File: src/rtl/core/aes256_cbc_encrypt_top_assert.svh
// Assertion macros shared by the block's modules
`ifndef AES256_CBC_ENCRYPT_TOP_ASSERT_SVH
`define AES256_CBC_ENCRYPT_TOP_ASSERT_SVH

// implication checked on every rising clock edge outside reset
`define ACBC_ASSERT_IMP(label, clk, rst_n, ante, cons) \
    label: assert property (@(posedge clk) disable iff (!rst_n) (ante) |-> (cons)) \
        else $error("assertion failed");

// implication whose consequent is checked in the cycle after the antecedent
`define ACBC_ASSERT_NXT(label, clk, rst_n, ante, cons) \
    label: assert property (@(posedge clk) disable iff (!rst_n) (ante) |=> (cons)) \
        else $error("assertion failed");

`endif

File: src/rtl/core/acbc_pkg.sv
`default_nettype none
package acbc_pkg;

    localparam int NUM_REGS = 6;
    localparam int KEY_WORDS = 60;

    typedef logic [127:0] t_block;

    typedef enum logic [2:0] {
        REG_KEY0 = 3'd0,
        REG_KEY1 = 3'd1,
        REG_KEY2 = 3'd2,
        REG_KEY3 = 3'd3,
        REG_IV_HI = 3'd4,
        REG_IV_LO = 3'd5
    } t_reg_idx;

    typedef enum logic [1:0] {
        ST_IDLE,
        ST_KEYX,
        ST_ROUND,
        ST_DONE
    } t_state;

    // queue entry between front and back
    typedef struct packed {
        t_block data;
        logic   start;
    } t_job;

    function automatic logic [7:0] sbox(input logic [7:0] a);
        logic [7:0] t [256];
        t = '{
        8'h63,8'h7c,8'h77,8'h7b,8'hf2,8'h6b,8'h6f,8'hc5,8'h30,8'h01,8'h67,8'h2b,8'hfe,8'hd7,8'hab,8'h76,
        8'hca,8'h82,8'hc9,8'h7d,8'hfa,8'h59,8'h47,8'hf0,8'had,8'hd4,8'ha2,8'haf,8'h9c,8'ha4,8'h72,8'hc0,
        8'hb7,8'hfd,8'h93,8'h26,8'h36,8'h3f,8'hf7,8'hcc,8'h34,8'ha5,8'he5,8'hf1,8'h71,8'hd8,8'h31,8'h15,
        8'h04,8'hc7,8'h23,8'hc3,8'h18,8'h96,8'h05,8'h9a,8'h07,8'h12,8'h80,8'he2,8'heb,8'h27,8'hb2,8'h75,
        8'h09,8'h83,8'h2c,8'h1a,8'h1b,8'h6e,8'h5a,8'ha0,8'h52,8'h3b,8'hd6,8'hb3,8'h29,8'he3,8'h2f,8'h84,
        8'h53,8'hd1,8'h00,8'hed,8'h20,8'hfc,8'hb1,8'h5b,8'h6a,8'hcb,8'hbe,8'h39,8'h4a,8'h4c,8'h58,8'hcf,
        8'hd0,8'hef,8'haa,8'hfb,8'h43,8'h4d,8'h33,8'h85,8'h45,8'hf9,8'h02,8'h7f,8'h50,8'h3c,8'h9f,8'ha8,
        8'h51,8'ha3,8'h40,8'h8f,8'h92,8'h9d,8'h38,8'hf5,8'hbc,8'hb6,8'hda,8'h21,8'h10,8'hff,8'hf3,8'hd2,
        8'hcd,8'h0c,8'h13,8'hec,8'h5f,8'h97,8'h44,8'h17,8'hc4,8'ha7,8'h7e,8'h3d,8'h64,8'h5d,8'h19,8'h73,
        8'h60,8'h81,8'h4f,8'hdc,8'h22,8'h2a,8'h90,8'h88,8'h46,8'hee,8'hb8,8'h14,8'hde,8'h5e,8'h0b,8'hdb,
        8'he0,8'h32,8'h3a,8'h0a,8'h49,8'h06,8'h24,8'h5c,8'hc2,8'hd3,8'hac,8'h62,8'h91,8'h95,8'he4,8'h79,
        8'he7,8'hc8,8'h37,8'h6d,8'h8d,8'hd5,8'h4e,8'ha9,8'h6c,8'h56,8'hf4,8'hea,8'h65,8'h7a,8'hae,8'h08,
        8'hba,8'h78,8'h25,8'h2e,8'h1c,8'ha6,8'hb4,8'hc6,8'he8,8'hdd,8'h74,8'h1f,8'h4b,8'hbd,8'h8b,8'h8a,
        8'h70,8'h3e,8'hb5,8'h66,8'h48,8'h03,8'hf6,8'h0e,8'h61,8'h35,8'h57,8'hb9,8'h86,8'hc1,8'h1d,8'h9e,
        8'he1,8'hf8,8'h98,8'h11,8'h69,8'hd9,8'h8e,8'h94,8'h9b,8'h1e,8'h87,8'he9,8'hce,8'h55,8'h28,8'hdf,
        8'h8c,8'ha1,8'h89,8'h0d,8'hbf,8'he6,8'h42,8'h68,8'h41,8'h99,8'h2d,8'h0f,8'hb0,8'h54,8'hbb,8'h16};
        return t[a];
    endfunction

    function automatic logic [7:0] xtime(input logic [7:0] v);
        return {v[6:0], 1'b0} ^ (v[7] ? 8'h1b : 8'h00);
    endfunction

    function automatic logic [31:0] sub_word(input logic [31:0] w);
        return {sbox(w[31:24]), sbox(w[23:16]), sbox(w[15:8]), sbox(w[7:0])};
    endfunction

    // byte i of the block sits at bits 127-8i; byte 4c+r is row r, column c
    function automatic t_block sub_shift(input t_block s);
        t_block t;
        for (int c = 0; c < 4; c++) begin
            for (int r = 0; r < 4; r++) begin
                t[127 - 8 * (4 * c + r) -: 8] = sbox(s[127 - 8 * (4 * ((c + r) % 4) + r) -: 8]);
            end
        end
        return t;
    endfunction

    function automatic t_block mix_columns(input t_block s);
        t_block t;
        logic [7:0] a0, a1, a2, a3, al;
        for (int c = 0; c < 4; c++) begin
            a0 = s[127 - 32 * c -: 8];
            a1 = s[119 - 32 * c -: 8];
            a2 = s[111 - 32 * c -: 8];
            a3 = s[103 - 32 * c -: 8];
            al = a0 ^ a1 ^ a2 ^ a3;
            t[127 - 32 * c -: 8] = a0 ^ al ^ xtime(a0 ^ a1);
            t[119 - 32 * c -: 8] = a1 ^ al ^ xtime(a1 ^ a2);
            t[111 - 32 * c -: 8] = a2 ^ al ^ xtime(a2 ^ a3);
            t[103 - 32 * c -: 8] = a3 ^ al ^ xtime(a3 ^ a0);
        end
        return t;
    endfunction

endpackage
`default_nettype wire

File: src/rtl/core/acbc_front.sv
`default_nettype none
// Pads the incoming block and queues it for the round engine.
module acbc_front (
    input  wire logic              i_clk,
    input  wire logic              i_rst_n,
    input  wire logic              i_valid,
    output logic                   o_ready,
    input  wire logic [127:0]      i_text,
    input  wire logic [4:0]        i_count,
    input  wire logic              i_start,
    output logic                   o_job_valid,
    input  wire logic              i_job_ready,
    output acbc_pkg::t_job         o_job
);
    acbc_pkg::t_job r_q [2];
    logic           r_wp, r_rp;
    logic [1:0]     r_cnt;
    acbc_pkg::t_job w_job;
    logic [4:0]     w_n;
    logic [7:0]     w_pad;
    logic           w_push, w_pop;

    always_comb begin
        w_n   = (i_count > 5'd16) ? 5'd16 : i_count;
        w_pad = 8'd16 - {3'd0, w_n};
        w_job.start = i_start;
        for (int i = 0; i < 16; i++) begin
            w_job.data[127 - 8 * i -: 8] = (5'(i) < w_n) ? i_text[127 - 8 * i -: 8] : w_pad;
        end
    end

    assign o_ready     = (r_cnt != 2'd2);
    assign w_push      = i_valid && o_ready;
    assign o_job_valid = (r_cnt != 2'd0);
    assign w_pop       = o_job_valid && i_job_ready;
    assign o_job       = r_q[r_rp];

    always_ff @(posedge i_clk) begin
        if (w_push) begin
            r_q[r_wp] <= w_job;
        end
    end

    always_ff @(posedge i_clk) begin
        if (!i_rst_n) begin
            r_wp  <= 1'b0;
            r_rp  <= 1'b0;
            r_cnt <= 2'd0;
        end else begin
            if (w_push) r_wp <= ~r_wp;
            if (w_pop) r_rp <= ~r_rp;
            r_cnt <= r_cnt + {1'b0, w_push} - {1'b0, w_pop};
        end
    end

    `include "aes256_cbc_encrypt_top_assert.svh"
    `ACBC_ASSERT_IMP(a_no_overflow, i_clk, i_rst_n, r_cnt == 2'd2, !w_push)
    `ACBC_ASSERT_IMP(a_no_underflow, i_clk, i_rst_n, r_cnt == 2'd0, !w_pop)
    `ACBC_ASSERT_NXT(a_cnt_up, i_clk, i_rst_n, w_push && !w_pop, r_cnt != 2'd0)
endmodule
`default_nettype wire

File: config.mk
export PLATFORM = sky130hd
export DESIGN_NAME = acbc_front
export DESIGN_NICKNAME = d
export VERILOG_FILES = /design/src/rtl/core/acbc_pkg.sv /design/src/rtl/core/acbc_front.sv
export VERILOG_INCLUDE_DIRS = /design/src /design/src/rtl/core
export SDC_FILE = /design/constraint.sdc
export NUM_CORES = 1
export LEC_CHECK = 0
export BUFFER_PORTS_ARGS = -buffer_cell sky130_fd_sc_hd__buf_2
export CAP_MARGIN = 20
export CORE_ASPECT_RATIO = 1.4
export CORE_MARGIN = 2
export CORE_UTILIZATION = 45
export CTS_CLUSTER_DIAMETER = 80
export CTS_CLUSTER_SIZE = 14
export DETAILED_ROUTE_END_ITERATION = 10
export GPL_ROUTABILITY_DRIVEN = 1
export PLACE_DENSITY = 0.77
export SETUP_SLACK_MARGIN = 0.3
export SYNTH_ARGS = -nofsm -noshare
export SYNTH_HDL_FRONTEND = slang
export SYNTH_SLANG_ARGS = --single-unit
File: constraint.sdc
create_clock -name i_clk -period 10.35 [get_ports i_clk]
set_input_delay 1.035 -clock i_clk [delete_from_list [all_inputs] [get_ports i_clk]]
set_output_delay 1.035 -clock i_clk [all_outputs]
set_load 0.01 [all_outputs]
==> flow_summary.ini <==
[detailed_routing]
drt_iter0_drc = 476
postRouteAntennaNets = 0
wl_per_cell_um = 21.4
wl_mm = 28.2
drc_errors = 0
vias = 7079
vias_per_cell = 5.37
drt-pass1-iter-count = 5

[synthesis]
synth_ff_type = edfxtp_1
post-synth-top-count-cell = edfxtp_1
synth_seq_area_share_pct = 69.4
synth_edf_count = 258
syn-num-nets = 863
yosysTopAreaCellShare_pct = 68.5
netlist_area_um2 = 11300
synth_top_area_cell = edfxtp_1
synth_cells = 723
yosys_register_bits = 263
synth_area_leaders = edfxtp_1 (68%), mux2_2 (13%), and2_1 (1.7%)
synth_common_cells = edfxtp_1 (258), mux2_2 (130), nand2_1 (38), and2_1 (30), nor2b_1 (28)
async_flop_share_pct = 0
synth.distinct_cells = 55
syn_avg_cell_area_um2 = 15.6
yosysWarnings = 0

[clock_network]
cts.sinks = 263
hold_buffers = 0
tritoncts = yes
cts_buffer_depth = 3
clk_pin_slew_ns = 0.06
clk-insertion-delay-late_ns = 0.50
cts_resized = 0
h-tree-depth = 1
postCtsSetupRepairBufs = 0
cts_inserted_buffers = 22
cts-root-buf = clkbuf_16

[floorplan]
die_width_um = 138
core_area_um2 = 24700
row_count = 68
ios = 269
die-height_um = 192
die_area_um2 = 26400
start_util_pct = 45.8

[global_routing]
overflow = 0
grt_usage_pct = 20.3
antenna_found_initial = 7
grt_pass1_vias = 7171
grt_first_pass_wirelength_mm = 41.1
grt_max_degree = 80

[pwr]
combPwrFrac_pct = 27.5
ir_drop_uv = 299
switchingPower_uw = 863
pwr-share-clk_pct = 25.0
p_int_uw = 2170
sequentialPowerShare_pct = 47.5
power_uw = 3030
power.leakage_uw = 0.00513
sw_frac_of_total_pct = 28.5
power_density_nw_per_um2 = 224

[timing]
setup_viol_count_final = 0
tns_ns = 0
skew_ns = 0.0160
post-route-min-period_ns = 3.78
tightestPinTransition_ns = 1.04
slew_headroom_pct = 30.5
maxSlewViolCount = 0
finalCritPeriodShare_pct = 36.6
fmax_mhz = 264
rsz0062_at_grt = false
hold_viol = 0

[worst_setup_path]
worstPathArrival_ns = 2.75
crit_type = reg -> out
start_kind = register
end_kind = output pin
worstPathMaxFanout = 51
worstPathRequired_ns = 9.32
critPathMaxStageDelay_ns = 0.67
slowest_stage = dfxtp_4
ff2ff_setup_slack_ns = 7.67
path_cells = buf_12 -> buf_4 -> mux2_2 -> buf_2

[cells_and_area]
drive_gt1_share_pct = 45.4
nets = 1121
syn_to_final_growth_pct = 19.9

[place]
hpwl_mm = 18.9
port_buffers = 268
gp_routability_congestion = 0.826

[status]
status = complete, no violations

[min_path]
hold_class = reg -> reg

[flow_run]
drv_cap = 0
[cells by family (layout without fill, tap and decap cells)]
logic type	Yosys count	after routing	share of synthesized area, %
AOI/OAI and AO/OA	113	113	6.71
adders and majority gates	2	2	0.221
and+or+nand+nor	141	141	6.79
buffers and inverters	62	336	2.92
muxes	135	135	13.4
DFF	263	263	69.4
other	0	7	0
xor gates and xnor gates	7	7	0.542
[final timing paths]
| kind | depth (start not counted) | startpoint | endpoint |
|---|---|---|---|
| max | 4 | register | o_job[44] |
| min | 2 | r_rp | register |
| max reg2reg | 5 | r_cnt[0] | r_q[1][27] |
| min reg2reg | 2 | r_rp | register |
[routing by layer]
layer	vias up	routed length, um	track usage, %
met5	-	13	0
met4	2	1010	9.46
met3	60	1460	3.24
met2	253	15200	36.8
met1	3508	10500	23.6
li1	3256	-	-
[flip-flops by register name, indices dropped and copies added, names as in the netlist, named ones only]
| name | count |
|---|---|
| r_cnt | 2 |
| r_q | 258 |
| r_wp | 1 |
| r_rp | 1 |
[final cells by class]
| cell class | count | area, um^2 |
|---|---|---|
| diodes | 7 | 17.5 |
| clock buffers | 39 | 636 |
| clock inverters | 1 | 5.00 |
| fillers | 2103 | 11100 |
| inverters | 18 | 72.6 |
| multi-input cells | 398 | 3140 |
| flip-flops and latches | 263 | 7850 |
| well taps | 315 | 394 |
| repair buffers | 278 | 1450 |
[stage by stage]
step                utilization, %  hold WS, ns  instance area (um^2)  instances  worst slack [ns]
floorplan                        -        0.481                 11300        723              5.79
detailed placement            52.2        0.517                 12900       1271              6.70
CTS                           54.8        0.554                 13500       1311              6.34
finish                        55.0        0.556                 13600       1319              6.57
global route                  55.0        0.590                 13600       1318              6.41
global placement              52.1        0.493                 12900       1270              6.63
[power groups by stage]
stage	logic [uW]	registers (uW)	clock network (uW)
final	833	1440	758
after global routing	895	1460	818
after CTS	814	1470	783
after detailed placement	809	1490	0
after global placement	792	1490	0
after floorplan	547	1440	0
[critical path: cells and delay by family, from the launching register on]
family                 cells  cell delay (ns)
buffers and inverters      3             1.07
DFF                        1             0.67
muxes                      1             0.41
[placed cells by master (no fill, tap or decap), drive strengths merged, types with 3 or more instances in the layout]
master / count
clkbuf: 39
or2: 4
nor2: 29
or3: 3
o22a: 5
mux2i: 3
edfxtp: 258
a221oi: 4
nand2: 38
diode: 7
o221ai: 7
nor2b: 28
a21oi: 27
o21ai: 26
inv: 17
buf: 278
a211oi: 5
o21a: 9
dfxtp: 5
a21o: 7
xor2: 3
and2: 30
o22ai: 5
a31oi: 7
xnor2: 4
mux2: 132
Note: power is estimated with default switching activity, not from simulation.
